`src/rtl/ppn_pkg.sv`:
```
// Shared types and constants for the point to polyline nearest block.
`timescale 1ns / 1ps
package ppn_pkg;
    localparam int COORD_BITS_DEF   = 24;
    localparam int MAX_VERTICES_DEF = 4096;
    localparam int SEG_BITS         = 12;

    typedef enum logic [3:0] {
        S_IDLE, S_MUL, S_SUM, S_CLASS, S_DIV, S_NEXT, S_DIST, S_DSUM, S_SQRT, S_OUT
    } t_state;

    typedef enum logic [1:0] {
        OP_INIT, OP_SEG, OP_REPORT
    } t_op;
endpackage

```
`src/rtl/ppn_front.sv`:
```
// Front end: holds query and previous vertex, counts vertices, issues commands.
`timescale 1ns / 1ps
module ppn_front
    import ppn_pkg::*;
#(
    parameter int CB = COORD_BITS_DEF,
    parameter int MAXV = MAX_VERTICES_DEF
) (
    input  logic                i_clk,
    input  logic                i_rst_n,
    input  logic                i_valid,
    output logic                o_ready,
    input  logic [3*CB-1:0]     i_q,
    input  logic [3*CB-1:0]     i_v,
    input  logic                i_first,
    input  logic                i_last,
    output logic                o_valid,
    input  logic                i_ready,
    output logic [2+1+9*CB+SEG_BITS-1:0] o_cmd
);
    localparam int VW = $clog2(MAXV + 1);
    logic [3*CB-1:0] r_q, r_prev;
    logic [VW-1:0]   r_cnt;
    logic            r_pend;       // report still to issue
    logic            r_found;
    logic [1:0]      w_op;
    logic [VW-1:0]   w_cnt;
    logic [3*CB-1:0] w_q;
    logic            w_cmd;

    assign w_q   = i_first ? i_q : r_q;
    assign w_cnt = i_first ? '0 : r_cnt;
    assign w_cmd = (w_cnt == '0) || (w_cnt < VW'(MAXV));
    assign w_op  = (w_cnt == '0) ? OP_INIT : OP_SEG;
    assign o_ready = !r_pend && i_ready;
    assign o_valid = r_pend || (i_valid && w_cmd);
    assign o_cmd = r_pend
        ? {OP_REPORT, r_found, {(9*CB){1'b0}}, {SEG_BITS{1'b0}}}
        : {w_op, 1'b0, r_prev, i_v, w_q, SEG_BITS'(w_cnt - 1'b1)};

    always_ff @(posedge i_clk) begin
        if (!i_rst_n) begin
            r_q <= '0; r_prev <= '0; r_cnt <= '0;
            r_pend <= 1'b0; r_found <= 1'b0;
        end else if (r_pend) begin
            if (i_ready) r_pend <= 1'b0;
        end else if (i_valid && o_ready) begin
            r_q <= w_q;
            if (w_cmd) r_prev <= i_v;
            if (w_cmd) r_cnt <= w_cnt + 1'b1;
            else r_cnt <= w_cnt;
            if (i_last) begin
                r_pend  <= 1'b1;
                r_found <= (w_cnt != '0);
                r_cnt   <= '0;
            end
        end
    end
endmodule

```
`config.mk`:
```
export PLATFORM = sky130hd
export DESIGN_NAME = ppn_front
export DESIGN_NICKNAME = d
export VERILOG_FILES = /design/src/rtl/ppn_pkg.sv /design/src/rtl/ppn_front.sv
export SDC_FILE = /design/constraint.sdc
export NUM_CORES = 1
export LEC_CHECK = 0
export ABC_AREA = 1
export BUFFER_PORTS_ARGS = -buffer_cell sky130_fd_sc_hd__buf_2
export CELL_PAD_IN_SITES_DETAIL_PLACEMENT = 1
export CELL_PAD_IN_SITES_GLOBAL_PLACEMENT = 1
export CORE_AREA = 5 5 177 179
export DETAILED_ROUTE_END_ITERATION = 16
export DIE_AREA = 0 0 182 184
export PLACE_DENSITY_LB_ADDON = 0.05
export REMOVE_ABC_BUFFERS = 1
export SLEW_MARGIN = 40
export SYNTH_ARGS = -nofsm -noshare
export SYNTH_HDL_FRONTEND = slang
export SYNTH_SLANG_ARGS = --single-unit
```
`constraint.sdc`:
```
create_clock -name i_clk -period 1.4 [get_ports i_clk]
set_input_delay 0.07 -clock i_clk [delete_from_list [all_inputs] [get_ports i_clk]]
set_output_delay 0.07 -clock i_clk [all_outputs]
set_load 0.02 [all_outputs]
```
==> results.md <==
- Status: finished with violations
- Failing checks: setup timing
- Clock share of power: 30.2%
- Gr busiest metal: met2
- Fillcell total: 3026
- Initial antenna violation count: 4
- Minimum clock period: 1940 ps
- Avg Cell Area, Syn: 6.66 um^2
- Sequential area share after synthesis: 39.2%
- Fin worst setup slack: -541 ps
- Max-Slew Margin vs Limit: 58.5%
- Post-synth top area share: 39.2%
- RSZ-0062 raised after global routing: yes
- Compound-gate portion of the synthesized area: 15.8%
- Seq pwr share: 31.5%
- Longest Clk Path Bufs: 2
- Die width: 182 um
- Tot Pwr: 0.0158 W
- Worst hold slack: 116 ps
- Num rows: 63
- Hpwl dp: 24.2 mm
- Post-layout util: 69.2%
- Syn Inst Count: 1220
- Startpoint Class: flip-flop
- Vias in the first global route: 12100
- Hold crit path type: primary input to flip-flop
- Worst skew pair latency: 430 ps
- Root buffer cell: clkbuf_16
- Synth-to-Final Area Change: 150%
- Die area: 33500 um^2
- Final-report hold violation count: 0
- Post-Synthesis Cell Area: 8130 um^2
- Port Buffers: 382
- Gpl congestion: 0.797
- Core footprint: 29400 um^2
- Main combinational cell family by area after synthesis: simple AND/OR/NAND/NOR gates
- Chip Height: 184 um
- Iteration-0 DRC Markers: 632
- Clock transition at the registers of the reported paths: 90 ps
- Largest cells by area after synthesis: dfxtp_1, nor2_1, a21oi_1
- Top delay family on crit path: buffers and inverters
- IO Pins: 383
- Largest net degree at the start of global routing: 53
- Drt pass-1 iters: 5
- Worst Tran Pin Value: 605 ps
- Final Cycle Share: 139%
- Worst Skew: 26.1 ps
- Final Slew Violations: 0
- Number of synthesized flops with an enable pin: 0
- Met1 Use GR: 31.0%
- Mux contribution to synthesized area: 8.87%
- Crit path max fanout: 6
- Required @ worst endpoint: 1750 ps
- Pwr Density: 775 nW/um^2
- Starting density of the core: 27.6%
- First-pass GRT wire length: 72.4 mm
- Combinational power share: 38.3%
- Max Cap Viol: 0
- Sw Ratio: 37.1%
- Most frequent CP cell: buf_12
- Global-route met2 utilization: 51.0%
- GR Util All Layers: 27.8%
- Fraction of registers with async set or reset after synthesis: 0%
- Max Freq: 515 MHz
- Crit path kind: flip-flop to flip-flop
- Post-DR wirelength/cell: 27.4 um
- Crit path largest cell delay: 380 ps
- CTS sink count: 159
- Routed Antenna Nets: 0
- Net Switching: 0.00584 W
- WP data arrival: 2290 ps
- Via Count: 11800
- Synth Register Bits: 159
- Fin nets: 1999
- Cell Chain, Critical Path: buf_12 -> buf_6 -> nor2_4 -> nand2_4 -> nor2_4 -> buf_12 -> buf_12 -> buf_8 -> clkbuf_16 -> o21ai_2 -> a21oi_1
- Residual DRC: 0
- Final wirelength: 61.8 mm
- Routed vias/inst: 5.25
- Grt met3 use: 6.05%
- Crit end category: flip-flop
- Internal: 0.00991 W
- Yosys Warn Count: 0
- Post-synthesis simple-gate area fraction: 23.3%
- H-tree depth: 4
- Yosys top cell by area: dfxtp_1
- Synth unique cells: 28
- CTS tree: yes
- Final setup fails: 392
- Number of CTS-inserted buffers: 17
- CP bufs+invs: 6
- Synth Area in XOR/XNOR: 0%
- Lkg Pwr: 8.47 nW
- Crit-path slowest cell: dfxtp_4
- Ys flop type: dfxtp_1
- Share of cells above drive strength 1: 65.1%
- Worst VDD drop: 1080 uV
- Grt total ovfl: 0
- Adder-Cell Fraction of Synth Area: 0.154%
==> tightest hold or removal path: stages <==
cell,delay [ps]
buf_2,70
mux2i_1,120
nor2_2,120
a21oi_2,40
nor2_1,70
==> cell families after synthesis <==
family / after synthesis
DFF: 159
muxes: 72
and+or+nand+nor: 482
buffers and inverters: 252
adders and majority gates: 1
AOI/OAI and AO/OA: 254
==> power groups by stage <==
stage | clock network [W] | registers (W) | logic, W
2_1_floorplan | 0 | 0.00496 | 0.00142
3_3_place_gp | 0 | 0.00493 | 0.00267
3_5_place_dp | 0 | 0.00494 | 0.00269
4_1_cts | 0.00465 | 0.00485 | 0.00477
5_1_grt | 0.00492 | 0.00498 | 0.00623
6_report | 0.00475 | 0.00497 | 0.00603
==> worst paths after layout <==
path | startpoint | endpoint | slack, ps | depth (start not counted)
worst min-delay path | i_q[37] | r_q[37] | 120 | 5
worst max-delay path | r_pend | r_prev[53] | -540 | 11
worst min register to register | r_q[56] | r_q[56] | 500 | 2
worst max register to register | r_pend | r_prev[53] | -540 | 11
==> synth_stat cells, types with 2 or more instances <==
library cell and number:
mux2i_1 72, nor2_2 5, inv_1 164, dfxtp_1 159, nand4_1 7, buf_4 8, clkbuf_1 39, clkbuf_2 6
inv_2 2, nor2_1 379, o21ai_0 80, a21oi_1 168, nand2_1 57, buf_2 31, nor4_1 2, nand2_2 4
nand3_1 23, nor3_1 4
==> flip-flops by register name, summed over array words and instances (netlist names) <==
register  cells
r_cnt        13
r_q          72
r_found       1
r_pend        1
r_prev       72
==> per-layer routing <==
metal	vias up	wire (um)	share of wire, %
met2	568	32500	53
met3	178	3490	5.7
met4	0	3010	4.9
met1	5942	22900	37
met5	-	0	0
li1	5137	-	-
==> cells in the final DEF, fill, tap and decap left out, types with 11 or more instances in the layout <==
cell type and instances:
clkbuf_16 37, o21ai_4 31, mux2i_1 67, a21oi_1 19
dfxtp_1 153, dlygate4sd3_1 75, buf_2 149, nor2_1 87
nand2_4 12, nand2_1 40, buf_8 17, nor2_2 11
nor2_4 287, buf_16 41, a21oi_2 125, nand3_1 11
buf_4 80, a21oi_4 24, o21ai_2 25, inv_1 156
o21ai_1 22, buf_12 55, buf_6 257
==> cell type report <==
class	instances	area (um^2)	area share [%]
Timing Repair Buffer	694	7980	39.2
Inverter	167	636	3.13
Tap cell	390	488	2.40
Clock inverter	13	118	0.578
Clock buffer	18	429	2.11
Multi-Input combinational cell	809	7480	36.8
Sequential cell	159	3190	15.7
Antenna cell	4	10.0	0.0492
==> through the flow <==
stage | instance area, um^2 | worst slack, ps | setup TNS [ps] | std cells
2_1_floorplan | 7720 | -6270 | -1721880 | 1135
3_3_place_gp | 11000 | -111 | -1130 | 1989
3_5_place_dp | 11000 | -145 | -2740 | 1989
4_1_cts | 17600 | -461 | -98990 | 2209
5_1_grt | 20300 | -608 | -121350 | 2254
6_report | 20300 | -541 | -109580 | 2254
==> timing repair <==
| action | 4_1_cts | 5_1_grt |
|---|---|---|
| endpoints found under the hold margin | 73 | 0 |
| resized for setup | 1029 | 633 |
| endpoints found under the setup margin | 280 | 391 |
| hold buffers | 75 | 0 |
| gates cloned | 53 | 28 |
| pin swaps | 207 | 272 |
| buffers inserted | 63 | 48 |
(Power assumes the default switching activity.)
