===== src/rtl/ppn_queue.sv =====
// Two-entry queue between the front classifier and the back engine.
`timescale 1ns / 1ps
module ppn_queue #(
    parameter int W = 8
) (
    input  logic         i_clk,
    input  logic         i_rst_n,
    input  logic         i_valid,
    output logic         o_ready,
    input  logic [W-1:0] i_data,
    output logic         o_valid,
    input  logic         i_ready,
    output logic [W-1:0] o_data
);
    logic [W-1:0] r_mem [2];
    logic         r_wp, r_rp;
    logic [1:0]   r_cnt;
    logic         w_push, w_pop;

    assign o_ready = (r_cnt != 2'd2);
    assign o_valid = (r_cnt != 2'd0);
    assign o_data  = r_mem[r_rp];
    assign w_push  = i_valid && o_ready;
    assign w_pop   = o_valid && i_ready;

    always_ff @(posedge i_clk) begin
        if (w_push) begin
            r_mem[r_wp] <= i_data;
        end
        if (!i_rst_n) begin
            r_wp  <= 1'b0;
            r_rp  <= 1'b0;
            r_cnt <= 2'd0;
        end else begin
            if (w_push) r_wp <= ~r_wp;
            if (w_pop) r_rp <= ~r_rp;
            r_cnt <= r_cnt + {1'b0, w_push} - {1'b0, w_pop};
        end
    end
endmodule


===== config.mk =====
export PLATFORM = sky130hd
export DESIGN_NAME = ppn_queue
export DESIGN_NICKNAME = d
export VERILOG_FILES = /design/src/rtl/ppn_queue.sv
export SDC_FILE = /design/constraint.sdc
export NUM_CORES = 1
export LEC_CHECK = 0
export ABC_AREA = 1
export BUFFER_PORTS_ARGS = -buffer_cell sky130_fd_sc_hd__buf_2
export CAP_MARGIN = 40
export CORE_ASPECT_RATIO = 0.9
export CORE_MARGIN = 8
export CORE_UTILIZATION = 45
export CTS_BUF_LIST = sky130_fd_sc_hd__clkbuf_16
export CTS_CLUSTER_SIZE = 14
export DETAILED_ROUTE_END_ITERATION = 16
export GPL_TIMING_DRIVEN = 0
export PLACE_DENSITY = 0.82
export SLEW_MARGIN = 15
export SYNTH_ARGS = -nofsm -noshare
export SYNTH_HDL_FRONTEND = slang
export SYNTH_SLANG_ARGS = --single-unit
export TNS_END_PERCENT = 100

===== constraint.sdc =====
create_clock -name i_clk -period 1.49 [get_ports i_clk]
set_input_delay 0.0745 -clock i_clk [delete_from_list [all_inputs] [get_ports i_clk]]
set_output_delay 0.0745 -clock i_clk [all_outputs]
set_load 0.02 [all_outputs]

==> qor.csv, run 1 <==
stage,metric,value,unit
run_status,status,completed,
finish,# fillers,169,
floorplan,die width,62.4,µm
finish,most frequent cells in the layout,"21 x buf_2, 16 x edfxtp_1, 8 x mux2_4, 6 x inv_1, 6 x nand2_1",
clock_tree,clock slew at reported path FFs,0.05,ns
sta,Max Clock Freq,694,MHz
synth,synth top area cells,"edfxtp_1 55%, mux2_4 14%, dfxtp_1 11%, inv_1 3.0%, nand2_1 3.0%",
critical_path,Worst EP arrival,1.58,ns
synth,#FFs+latches synth,21,
detailed_routing,# DRC,0,
finish,"most common cell after layout, fill and taps aside",buf_2,
critical_path,CP Data Required Time,1.63,ns
finish,ANT cells,0,
synth,simple-gate share of the synthesized area,11.3,%
place,"worst slack, placed",-0.0442,ns
synth,XOR/XNOR Fraction of Synth Area,0,%
detailed_routing,Vias,522,
synth,Cell variety after synth,14,
place,Final Wtd Congestion,0.692,
synth,mux cell area share after synthesis,13.8,%
critical_path,crit path kind,reg -> reg,
floorplan,core area,1880,µm²
detailed_routing,DRT iter0 DRCs,6,
critical_path,CP startpoint kind,register,
place,Port Buffer Count,21,
grt,global-route wire length before repair,2.46,mm
job,Max-cap violations,0,
finish,register area,586,µm²
synth,Post-Synth Adder-Cell Area,2.87,%
floorplan,Die H,57.8,µm
detailed_routing,Initial DRT Pass Iterations,4,
sta,crit share post-route,96.8,%
synth,Mapped Cells,61,
critical_path,FF-to-FF setup slack,0.05,ns
critical_path,Critical R2R Launch,r_cnt[0],
synth,post-synthesis sequential area ratio,66.6,%
clock_tree,Root Buffer,clkbuf_16,
floorplan,die area,3600,µm²
power_and_ir_drop,Comb pwr share,34.9,%
floorplan,IO Count,22,
power_and_ir_drop,worst vdd ir,938,µV
synth,cell taking the most area after synthesis,edfxtp_1,
clock_tree,CTS tree,yes,
detailed_routing,routed len/inst,13.8,µm
finish,Final #Nets,103,
grt,GR Overflow Total,0,
sta,Rel. slew slack,72.7,%
place,HPWL after DPL,1.13,mm
detailed_routing,Final ANT Viol Nets,0,
power_and_ir_drop,sequential share of power,39.9,%
hold_path,Hold Path Sink,r_mem[0][2],
floorplan,row count,15,
clock_tree,clk sink count,21,
clock_tree,# hold bufs at CTS,0,
clock_tree,CTS Buf Count,3,
synth,Syn Nets,75,
finish,synthesis-to-finish area growth,29.3,%
sta,final worst slack,0.0483,ns
place,Placed Cells,107,
hold_path,worst hold path startpoint,i_data[2],
synth,syn avg cell area,14.3,µm²
power_and_ir_drop,Internal Power,1.45,mW
synth,Syn. warnings,0,
synth,Synth top area share,55.1,%
synth,Compound-Gate Fraction of Synth Area,1.15,%
sta,clk_skew,0.000753,ns
sta,Final setup viols,0,
sta,min Tclk post-route,1.44,ns
hold_path,Worst Hold Class,in -> reg,
sta,setup_tns,0,ns
sta,"Slew Viols, Final",0,
power_and_ir_drop,clock network power share,25.2,%
critical_path,Worst setup EP type,register,
sta,Fin. Hold Viols,0,
clock_tree,worst-case clock buffer depth,2,
finish,share of post-route cells with drive strength above 1,53.4,%
finish,footprint of the multi-input gates,272,µm²
detailed_routing,DRT Wirelength,1.56,mm
grt,antenna violations before repair,0,
clock_tree,H-tree levels,1,
clock_tree,later-pin clock latency in the skew report,0.25,ns
detailed_routing,vias per cell,4.62,
power_and_ir_drop,Static Leakage,0.494,nW
grt,Overall Global Routing Usage,8.90,%
power_and_ir_drop,Sw Pwr,0.682,mW
power_and_ir_drop,power density of the placed cells,1890,nW/µm²
synth,largest family of logic cells by synthesized area,multiplexers,
sta,Slew @ Worst Pin,0.409,ns
finish,fin util,60.1,%
power_and_ir_drop,sw frac,31.9,%
grt,largest net degree at the start of global routing,12,
critical_path,r2r endpoint,r_cnt[1],
floorplan,Initial Util,46.5,%
finish,final cell count without fillers,113,
critical_path,crit path max fanout,4,
hold_path,hold path cells,1,
sta,Hold WS,0.0160,ns
synth,Post-Syn Area,872,µm²
grt,vias in the first global route,549,
critical_path,cell depth of the worst flop-to-flop path,11,
==> sequential cells by signal, indices dropped and copies added, names as in the netlist, named ones only <==
register and flops:
r_cnt 2, r_wp 1, r_rp 1, r_mem 16
==> layout make-up <==
class,count,area share (%)
Sequential cell,21,51.9
Multi-Input combinational cell,32,24.1
Timing Repair Buffer,23,10.7
Clock buffer,3,6.66
Tap cell,25,2.77
Inverter,7,2.55
Buffer,1,0.999
Clock inverter,1,0.333
==> worst max path at each step <==
| stage | start | end | slack, ns | cells past startpoint |
|---|---|---|---|---|
| after floorplan | r_cnt[0] | r_cnt[1] | 0.03 | 10 |
| after global placement | r_cnt[0] | r_mem[0][7] | 0.002 | 4 |
| after detailed placement | r_cnt[0] | r_mem[0][7] | -0.04 | 4 |
| after CTS | r_cnt[0] | r_mem[0][7] | 0.002 | 4 |
| after global routing | r_cnt[0] | r_cnt[1] | -0.003 | 10 |
| final | r_cnt[0] | r_cnt[1] | 0.05 | 11 |
==> synth_stat cells <==
| cell type | number |
|---|---|
| edfxtp_1 | 16 |
| mux2_4 | 8 |
| inv_1 | 7 |
| nand2_1 | 7 |
| nor2_1 | 6 |
| dfxtp_1 | 5 |
| a21oi_1 | 2 |
| ha_1 | 2 |
| nand2_2 | 2 |
| nand3_1 | 2 |
| buf_6 | 1 |
| nand3_2 | 1 |
| nor2_2 | 1 |
| nor2_4 | 1 |
==> per-stage QoR <==
stage	total power, mW	area [µm²]
2_1_floorplan	1.34	877
3_3_place_gp	1.49	1010
3_5_place_dp	1.52	1010
4_1_cts	2.06	1090
5_1_grt	2.24	1130
6_report	2.13	1130
==> power groups by stage <==
| stage | clock (mW) | sequential [mW] | combinational, mW |
|---|---|---|---|
| floorplan | 0 | 0.811 | 0.525 |
| global placement | 0 | 0.818 | 0.669 |
| detailed placement | 0 | 0.828 | 0.690 |
| CTS | 0.546 | 0.820 | 0.691 |
| global route | 0.570 | 0.862 | 0.811 |
| finish | 0.539 | 0.851 | 0.745 |
==> repair_timing <==
action | CTS | global route
endpoints found under the setup margin | 9 | 9
resized for setup | 1 | 9
pin swaps | 0 | 3
setup buffers | 0 | 2
==> logic make-up (layout without fill, tap and decap cells) <==
group,after synthesis,after routing
adders and majority gates,2,2
and+or+nand+nor,20,20
DFF,21,21
buffers and inverters,8,35
AOI/OAI and AO/OA,2,2
muxes,8,8
==> layer usage <==
| layer | GRT usage, % | routed length [µm] | vias up |
|---|---|---|---|
| met5 | 0 | 0 | - |
| met4 | 6.82 | 42 | 0 |
| met3 | 3.65 | 99 | 4 |
| met2 | 14.9 | 760 | 21 |
| met1 | 8.78 | 658 | 235 |
| li1 | - | - | 262 |
==> worst max-delay path: stages (launching register included) <==
cell     delay (ns)
dfxtp_4        0.38
inv_4          0.05
nand2_4        0.07
nand2_2        0.06
ha_1           0.26
inv_1          0.06
ha_2           0.17
inv_2          0.03
nand2_1        0.07
nand3_1        0.07
nand2_1        0.07
nor2_1         0.05
Note: power is estimated with default switching activity, not from simulation.
==> run 2: changes to the inputs <==
--- a/config.mk
+++ b/config.mk
@@ -5,17 +5,16 @@
 export SDC_FILE = /design/constraint.sdc
 export NUM_CORES = 1
 export LEC_CHECK = 0
-export ABC_AREA = 1
 export BUFFER_PORTS_ARGS = -buffer_cell sky130_fd_sc_hd__buf_2
 export CAP_MARGIN = 40
 export CORE_ASPECT_RATIO = 0.9
 export CORE_MARGIN = 8
-export CORE_UTILIZATION = 45
+export CORE_UTILIZATION = 44
 export CTS_BUF_LIST = sky130_fd_sc_hd__clkbuf_16
 export CTS_CLUSTER_SIZE = 14
 export DETAILED_ROUTE_END_ITERATION = 16
 export GPL_TIMING_DRIVEN = 0
-export PLACE_DENSITY = 0.82
+export PLACE_DENSITY = 0.81
 export SLEW_MARGIN = 15
 export SYNTH_ARGS = -nofsm -noshare
 export SYNTH_HDL_FRONTEND = slang
==> run 2 against run 1 <==
  * The flow now finishes with violations (negative setup slack)
  * Global-route usage barely moved
  * Largest power group unchanged
  * Cell area fell by 1.0%
  * Maximum frequency shrank 3.8%
  * Critical path type unchanged
  * Clock-buffer cell count unchanged
  * Die area decreased by 3.6%
  * Highest routed layer is now met3
  * Critical path depth down 4
  * Core utilization increased by 5.6 points
  * Total power fell by 3.5%
  * Combinational power decreased by 3.5%
  * Hold slack better by 0.0030 ns
==> qor.csv, run 2 <==
stage,metric,value,unit
run_status,status,"finished, violations left",
run_status,failing checks,negative setup slack,
detailed_routing,routed len/inst,13.7,µm
clock_tree,# hold bufs at CTS,0,
sta,Fin. Hold Viols,0,
sta,clk_skew,0.00337,ns
critical_path,Buffers & Inverters on Critical Path,1,
finish,final cell count without fillers,102,
grt,Overall Global Routing Usage,8.86,%
sta,crit share post-route,101,%
finish,most frequent cells in the layout,"22 x buf_2, 16 x edfxtp_1, 8 x mux2_2, 4 x buf_4",
place,HPWL after DPL,1.03,mm
finish,Biggest register,r_mem,
clock_tree,Root Buffer,clkbuf_16,
synth,dominant cell by count in the synthesized netlist,edfxtp_1,
sta,Max Clock Freq,667,MHz
floorplan,row count,14,
power_and_ir_drop,Static Leakage,0.445,nW
power_and_ir_drop,power density of the placed cells,1850,nW/µm²
critical_path,crit path max fanout,4,
synth,syn avg cell area,16.5,µm²
finish,ANT cells,0,
critical_path,cell depth of the worst flop-to-flop path,7,
sta,Rel. slew slack,55.6,%
critical_path,CP startpoint kind,register,
synth,"top cells by count, synth","16 x edfxtp_1, 8 x mux2_2, 5 x dfxtp_1",
sta,final worst slack,-0.00892,ns
synth,post-synthesis sequential area ratio,71.6,%
finish,share of post-route cells with drive strength above 1,60.3,%
place,Post-Place Cell Area,986,µm²
synth,synth top area cells,"edfxtp_1 59%, dfxtp_1 12%, mux2_2 11%, xnor2_1 3.2%, ha_1 3.1%",
clock_tree,CTS Buf Count,3,
synth,Post-Syn Area,811,µm²
hold_path,Worst Hold Class,in -> reg,
grt,vias in the first global route,497,
sta,"Slew Viols, Final",0,
power_and_ir_drop,worst vdd ir,1020,µV
detailed_routing,DRT Wirelength,1.40,mm
job,Max-cap violations,0,
finish,Final #Nets,93,
critical_path,CP Data Required Time,1.63,ns
place,Final Wtd Congestion,0.733,
synth,Mapped Cells,49,
finish,max reg flops,16,
finish,fin util,65.7,%
detailed_routing,DRT iter0 DRCs,3,
clock_tree,worst-case clock buffer depth,2,
finish,post-route cell area,1120,µm²
critical_path,crit-path cells,o21a_4 > ha_4 > inv_2 > ha_4 > xnor2_2 > xnor2_1 > and2_1,
detailed_routing,vias per cell,4.53,
sta,Slew @ Worst Pin,0.664,ns
power_and_ir_drop,Total Power,2.06,mW
synth,#FFs+latches synth,21,
synth,"FFs w/ async S/R, synth",0,%
hold_path,hold path cells,1,
clock_tree,later-pin clock latency in the skew report,0.24,ns
detailed_routing,# DRC,0,
place,Placed Cells,94,
grt,antenna violations before repair,0,
floorplan,Die H,56.7,µm
place,Port Buffer Count,21,
critical_path,Worst setup EP type,register,
clock_tree,H-tree levels,1,
critical_path,Crit path depth,7,
critical_path,crit path kind,reg -> reg,
synth,Syn. warnings,0,
floorplan,IO Count,22,
floorplan,die width,61.3,µm
synth,Synth top area share,59.3,%
floorplan,die area,3470,µm²
synth,cell taking the most area after synthesis,edfxtp_1,
detailed_routing,Final ANT Viol Nets,0,
sta,min Tclk post-route,1.50,ns
finish,"most common cell after layout, fill and taps aside",buf_2,
synth,top_reg_cell synth,edfxtp_1,
finish,top flop regs,"r_mem (16), r_cnt (2)",
critical_path,CP max stage delay,0.35,ns
clock_tree,clock slew at reported path FFs,0.05,ns
synth,Cell variety after synth,16,
sta,unrepaired setup endpoints after global routing,true,
detailed_routing,Initial DRT Pass Iterations,4,
floorplan,core area,1700,µm²
floorplan,Initial Util,47.7,%
grt,largest net degree at the start of global routing,12,
critical_path,cell family with most CP delay,adder cells,
finish,synthesis-to-finish area growth,37.7,%
critical_path,CP most frequent cell,ha_4,
grt,global-route wire length before repair,2.28,mm
detailed_routing,Vias,462,
synth,Syn Nets,63,
critical_path,slowest CP cell,dfxtp_4,
synth,number of synthesized flops with an enable pin,16,
clock_tree,CTS tree,yes,
grt,GR Overflow Total,0,
critical_path,Worst EP arrival,1.64,ns
sta,Final setup viols,1,
clock_tree,clk sink count,21,
[run 2: cell count changes after synthesis, moves of 3 or more]
cell     delta
xnor2_1     +3
nand2_1     -5
mux2_2      +8
inv_1       -6
nor2_1      -5
mux2_4      -8
[run 2: per-layer routing]
metal / up-vias / GRT usage (%) / wire length, µm
met2: 10 / 15.4 / 758
met3: 0 / 3.18 / 91
li1: 233 / - / -
met5: - / 0 / 0
met4: 0 / 2.99 / 0
met1: 219 / 9.39 / 549
[run 2: kinds of logic after synthesis]
| kind of cell | count (synthesis) | synth area share, % |
|---|---|---|
| buf+inv | 2 | 1.08 |
| fa+ha+maj | 2 | 3.09 |
| flops | 21 | 71.6 |
| simple gates | 11 | 7.56 |
| xor+xnor | 3 | 3.24 |
| mux | 9 | 12.3 |
| compound gates | 1 | 1.08 |
[run 2: power breakdown]
part | internal [mW] | switching [mW]
logic | 0.356 | 0.363
registers | 0.761 | 0.0512
clock network | 0.356 | 0.174
[run 2: per-stage QoR]
stage               setup slack (ns)  setup TNS (ns)  hold slack [ns]
finish                      -0.00892        -0.00892           0.0190
global route                 -0.0336         -0.0336           0.0141
detailed placement           -0.0609         -0.0609            0.266
CTS                          -0.0275         -0.0275           0.0147
global placement             -0.0212         -0.0212            0.263
floorplan                   0.000803               0            0.173
[run 2: layout make-up]
| class | instances | area [µm²] |
|---|---|---|
| fillers | 139 | 583 |
| clock buffers | 3 | 75.1 |
| flip-flops and latches | 21 | 588 |
| well taps | 24 | 30.0 |
| multi-input cells | 26 | 275 |
| clock inverters | 1 | 3.75 |
| plain buffers | 1 | 5.00 |
| inverters | 1 | 3.75 |
| repair buffers | 25 | 135 |
[run 2: worst register-to-register path, cell delays in order (launching register included)]
cell and delay [ns]:
dfxtp_4 0.35, o21a_4 0.23, ha_4 0.26, inv_2 0.04
ha_4 0.15, xnor2_2 0.12, xnor2_1 0.11, and2_1 0.13
[run 2: worst paths after layout]
path / startpoint / end / slack, ns
min: i_data[3] / r_mem[1][3] / 0.02
max: r_cnt[0] / r_cnt[1] / -0.009
max reg2reg: r_cnt[0] / r_cnt[1] / -0.009
min reg2reg: r_wp / r_wp / 0.48
[run 2: what timing repair did]
action                                  in CTS  in global routing
endpoints found under the hold margin        0                  0
pin swaps                                    4                  3
resized for setup                            4                  0
setup buffers                                1                  3
endpoints found under the setup margin       1                  9
==> run 3: changes to the inputs <==
--- a/config.mk
+++ b/config.mk
@@ -7,14 +7,16 @@
 export LEC_CHECK = 0
 export BUFFER_PORTS_ARGS = -buffer_cell sky130_fd_sc_hd__buf_2
 export CAP_MARGIN = 40
+export CELL_PAD_IN_SITES_DETAIL_PLACEMENT = 1
+export CELL_PAD_IN_SITES_GLOBAL_PLACEMENT = 2
 export CORE_ASPECT_RATIO = 0.9
 export CORE_MARGIN = 8
-export CORE_UTILIZATION = 44
+export CORE_UTILIZATION = 30
 export CTS_BUF_LIST = sky130_fd_sc_hd__clkbuf_16
 export CTS_CLUSTER_SIZE = 14
 export DETAILED_ROUTE_END_ITERATION = 16
 export GPL_TIMING_DRIVEN = 0
-export PLACE_DENSITY = 0.81
+export PLACE_DENSITY = 0.74
 export SLEW_MARGIN = 15
 export SYNTH_ARGS = -nofsm -noshare
 export SYNTH_HDL_FRONTEND = slang
==> run 3 against run 2 <==
  * Sequential share of layout area fell by 0.41 points
  * Critical endpoint unchanged
  * Register-to-register slack got worse by 0.02 ns
  * Clock-buffer cell count did not move
  * Sequential power rose by 1%
  * The flow still finishes with violations (negative setup slack)
  * Clock skew barely moved
  * Via count rose by 3.7%
  * Cell area rose by 0.78%
  * Hold slack got worse by 0.010 ns
  * Die area rose by 33%
  * Critical path depth did not move
==> qor.csv, run 3 (same netlist as run 2, synthesis figures left out) <==
stage,metric,value,unit
detailed_routing,# DRC,0,
hold_path,Worst Hold Class,in -> reg,
finish,ANT cells,0,
finish,final cell count without fillers,107,
finish,most frequent cells in the layout,"22 x buf_2, 16 x edfxtp_1, 8 x mux2_2",
place,HPWL after DPL,1.08,mm
clock_tree,worst-case clock buffer depth,2,
job,Max-cap violations,0,
detailed_routing,Initial DRT Pass Iterations,2,
sta,Rel. slew slack,74.3,%
power_and_ir_drop,Static Leakage,0.438,nW
run_status,failing checks,negative setup slack,
finish,Biggest register,r_mem,
grt,Overall Global Routing Usage,6.67,%
sta,"Slew Viols, Final",0,
floorplan,die width,70.8,µm
clock_tree,clk sink count,21,
sta,unrepaired setup endpoints after global routing,true,
detailed_routing,DRT Wirelength,1.49,mm
critical_path,CP Data Required Time,1.64,ns
clock_tree,H-tree levels,1,
grt,global-route wire length before repair,2.28,mm
sta,Fin. Hold Viols,0,
finish,share of post-route cells with drive strength above 1,62.3,%
critical_path,CP startpoint kind,register,
sta,crit share post-route,102,%
grt,antenna violations before repair,0,
sta,final worst slack,-0.0310,ns
floorplan,row count,18,
finish,Final #Nets,92,
place,Port Buffer Count,21,
finish,max reg flops,16,
power_and_ir_drop,power density of the placed cells,1850,nW/µm²
floorplan,die area,4620,µm²
detailed_routing,DRT iter0 DRCs,5,
grt,vias in the first global route,483,
sta,min Tclk post-route,1.52,ns
grt,GR Overflow Total,0,
finish,post-route cell area,1120,µm²
finish,fin util,42.3,%
run_status,status,"finished, violations left",
detailed_routing,Vias,479,
finish,top flop regs,"r_mem (16), r_cnt (2)",
power_and_ir_drop,worst vdd ir,809,µV
clock_tree,Root Buffer,clkbuf_16,
critical_path,Worst setup EP type,register,
clock_tree,# hold bufs at CTS,0,
detailed_routing,vias per cell,4.48,
sta,Final setup viols,1,
sta,clk_skew,0.00355,ns
place,Placed Cells,100,
detailed_routing,routed len/inst,14.0,µm
floorplan,Initial Util,30.5,%
clock_tree,clock slew at reported path FFs,0.06,ns
critical_path,crit path max fanout,3,
finish,"most common cell after layout, fill and taps aside",buf_2,
place,Final Wtd Congestion,0.619,
floorplan,IO Count,22,
finish,synthesis-to-finish area growth,38.7,%
clock_tree,CTS Buf Count,3,
critical_path,crit path kind,reg -> reg,
place,Post-Place Cell Area,993,µm²
floorplan,Die H,65.3,µm
grt,largest net degree at the start of global routing,13,
clock_tree,later-pin clock latency in the skew report,0.25,ns
sta,Max Clock Freq,657,MHz
floorplan,core area,2660,µm²
clock_tree,CTS tree,yes,
detailed_routing,Final ANT Viol Nets,0,
sta,Slew @ Worst Pin,0.385,ns
critical_path,Worst EP arrival,1.67,ns
run 3: cell types whose count changed in the layout (fill, tap and decap cells not counted):
cell      change
nor2_1        -1
nor2_4        +1
buf_4         -1
inv_1         -1
clkinv_2      +1
run 3: area by class of cell:
| class | instances | area (µm²) |
|---|---|---|
| fillers | 288 | 1530 |
| well taps | 30 | 37.5 |
| clock buffers | 3 | 75.1 |
| multi-input cells | 26 | 283 |
| repair buffers | 24 | 128 |
| clock inverters | 1 | 5.00 |
| plain buffers | 1 | 5.00 |
| inverters | 1 | 3.75 |
| flip-flops and latches | 21 | 588 |
run 3: per-layer routing:
metal	vias to the layer above	GRT usage, %	share of wire [%]
li1	235	-	-
met1	227	7.42	42
met2	15	10.2	50
met3	2	3.80	7.4
met4	0	3.11	0.67
met5	-	0	0
run 3: power breakdown:
part | switching [mW] | internal [mW] | total [mW]
Combinational | 0.356 | 0.346 | 0.702
Clock | 0.198 | 0.360 | 0.558
Sequential | 0.0623 | 0.760 | 0.822
Total | 0.616 | 1.47 | 2.08
run 3: worst paths after layout:
check / start / end / cells after the start / slack [ns]
min reg2reg: r_wp / r_wp / 2 / 0.53
min: i_data[3] / r_mem[0][3] / 1 / 0.009
max: r_cnt[1] / r_cnt[1] / 7 / -0.03
max reg2reg: r_cnt[1] / r_cnt[1] / 7 / -0.03
run 3: metrics by stage:
stage	setup TNS, ns	total power [mW]	worst slack, ns	hold slack, ns
after floorplan	0	1.28	0.000803	0.173
final	-0.0310	2.08	-0.0310	0.00890
after global routing	-0.0769	2.19	-0.0769	0.00466
after global placement	-0.0580	1.44	-0.0291	0.263
after detailed placement	-0.0528	1.45	-0.0528	0.267
after CTS	-0.225	2.05	-0.0357	0.00478
run 3: critical path: stages, from the launching register on:
cell and delay [ns]:
dfxtp_4 0.36, o21a_4 0.23, ha_4 0.26, inv_2 0.03, ha_4 0.15, xnor2_2 0.13
xnor2_1 0.12, and2_1 0.13
run 3: what timing repair did:
| action | in CTS | in global routing |
|---|---|---|
| setup buffers | 1 | 2 |
| pin swaps | 0 | 4 |
| endpoints found under the setup margin | 9 | 9 |
| resized for setup | 2 | 4 |
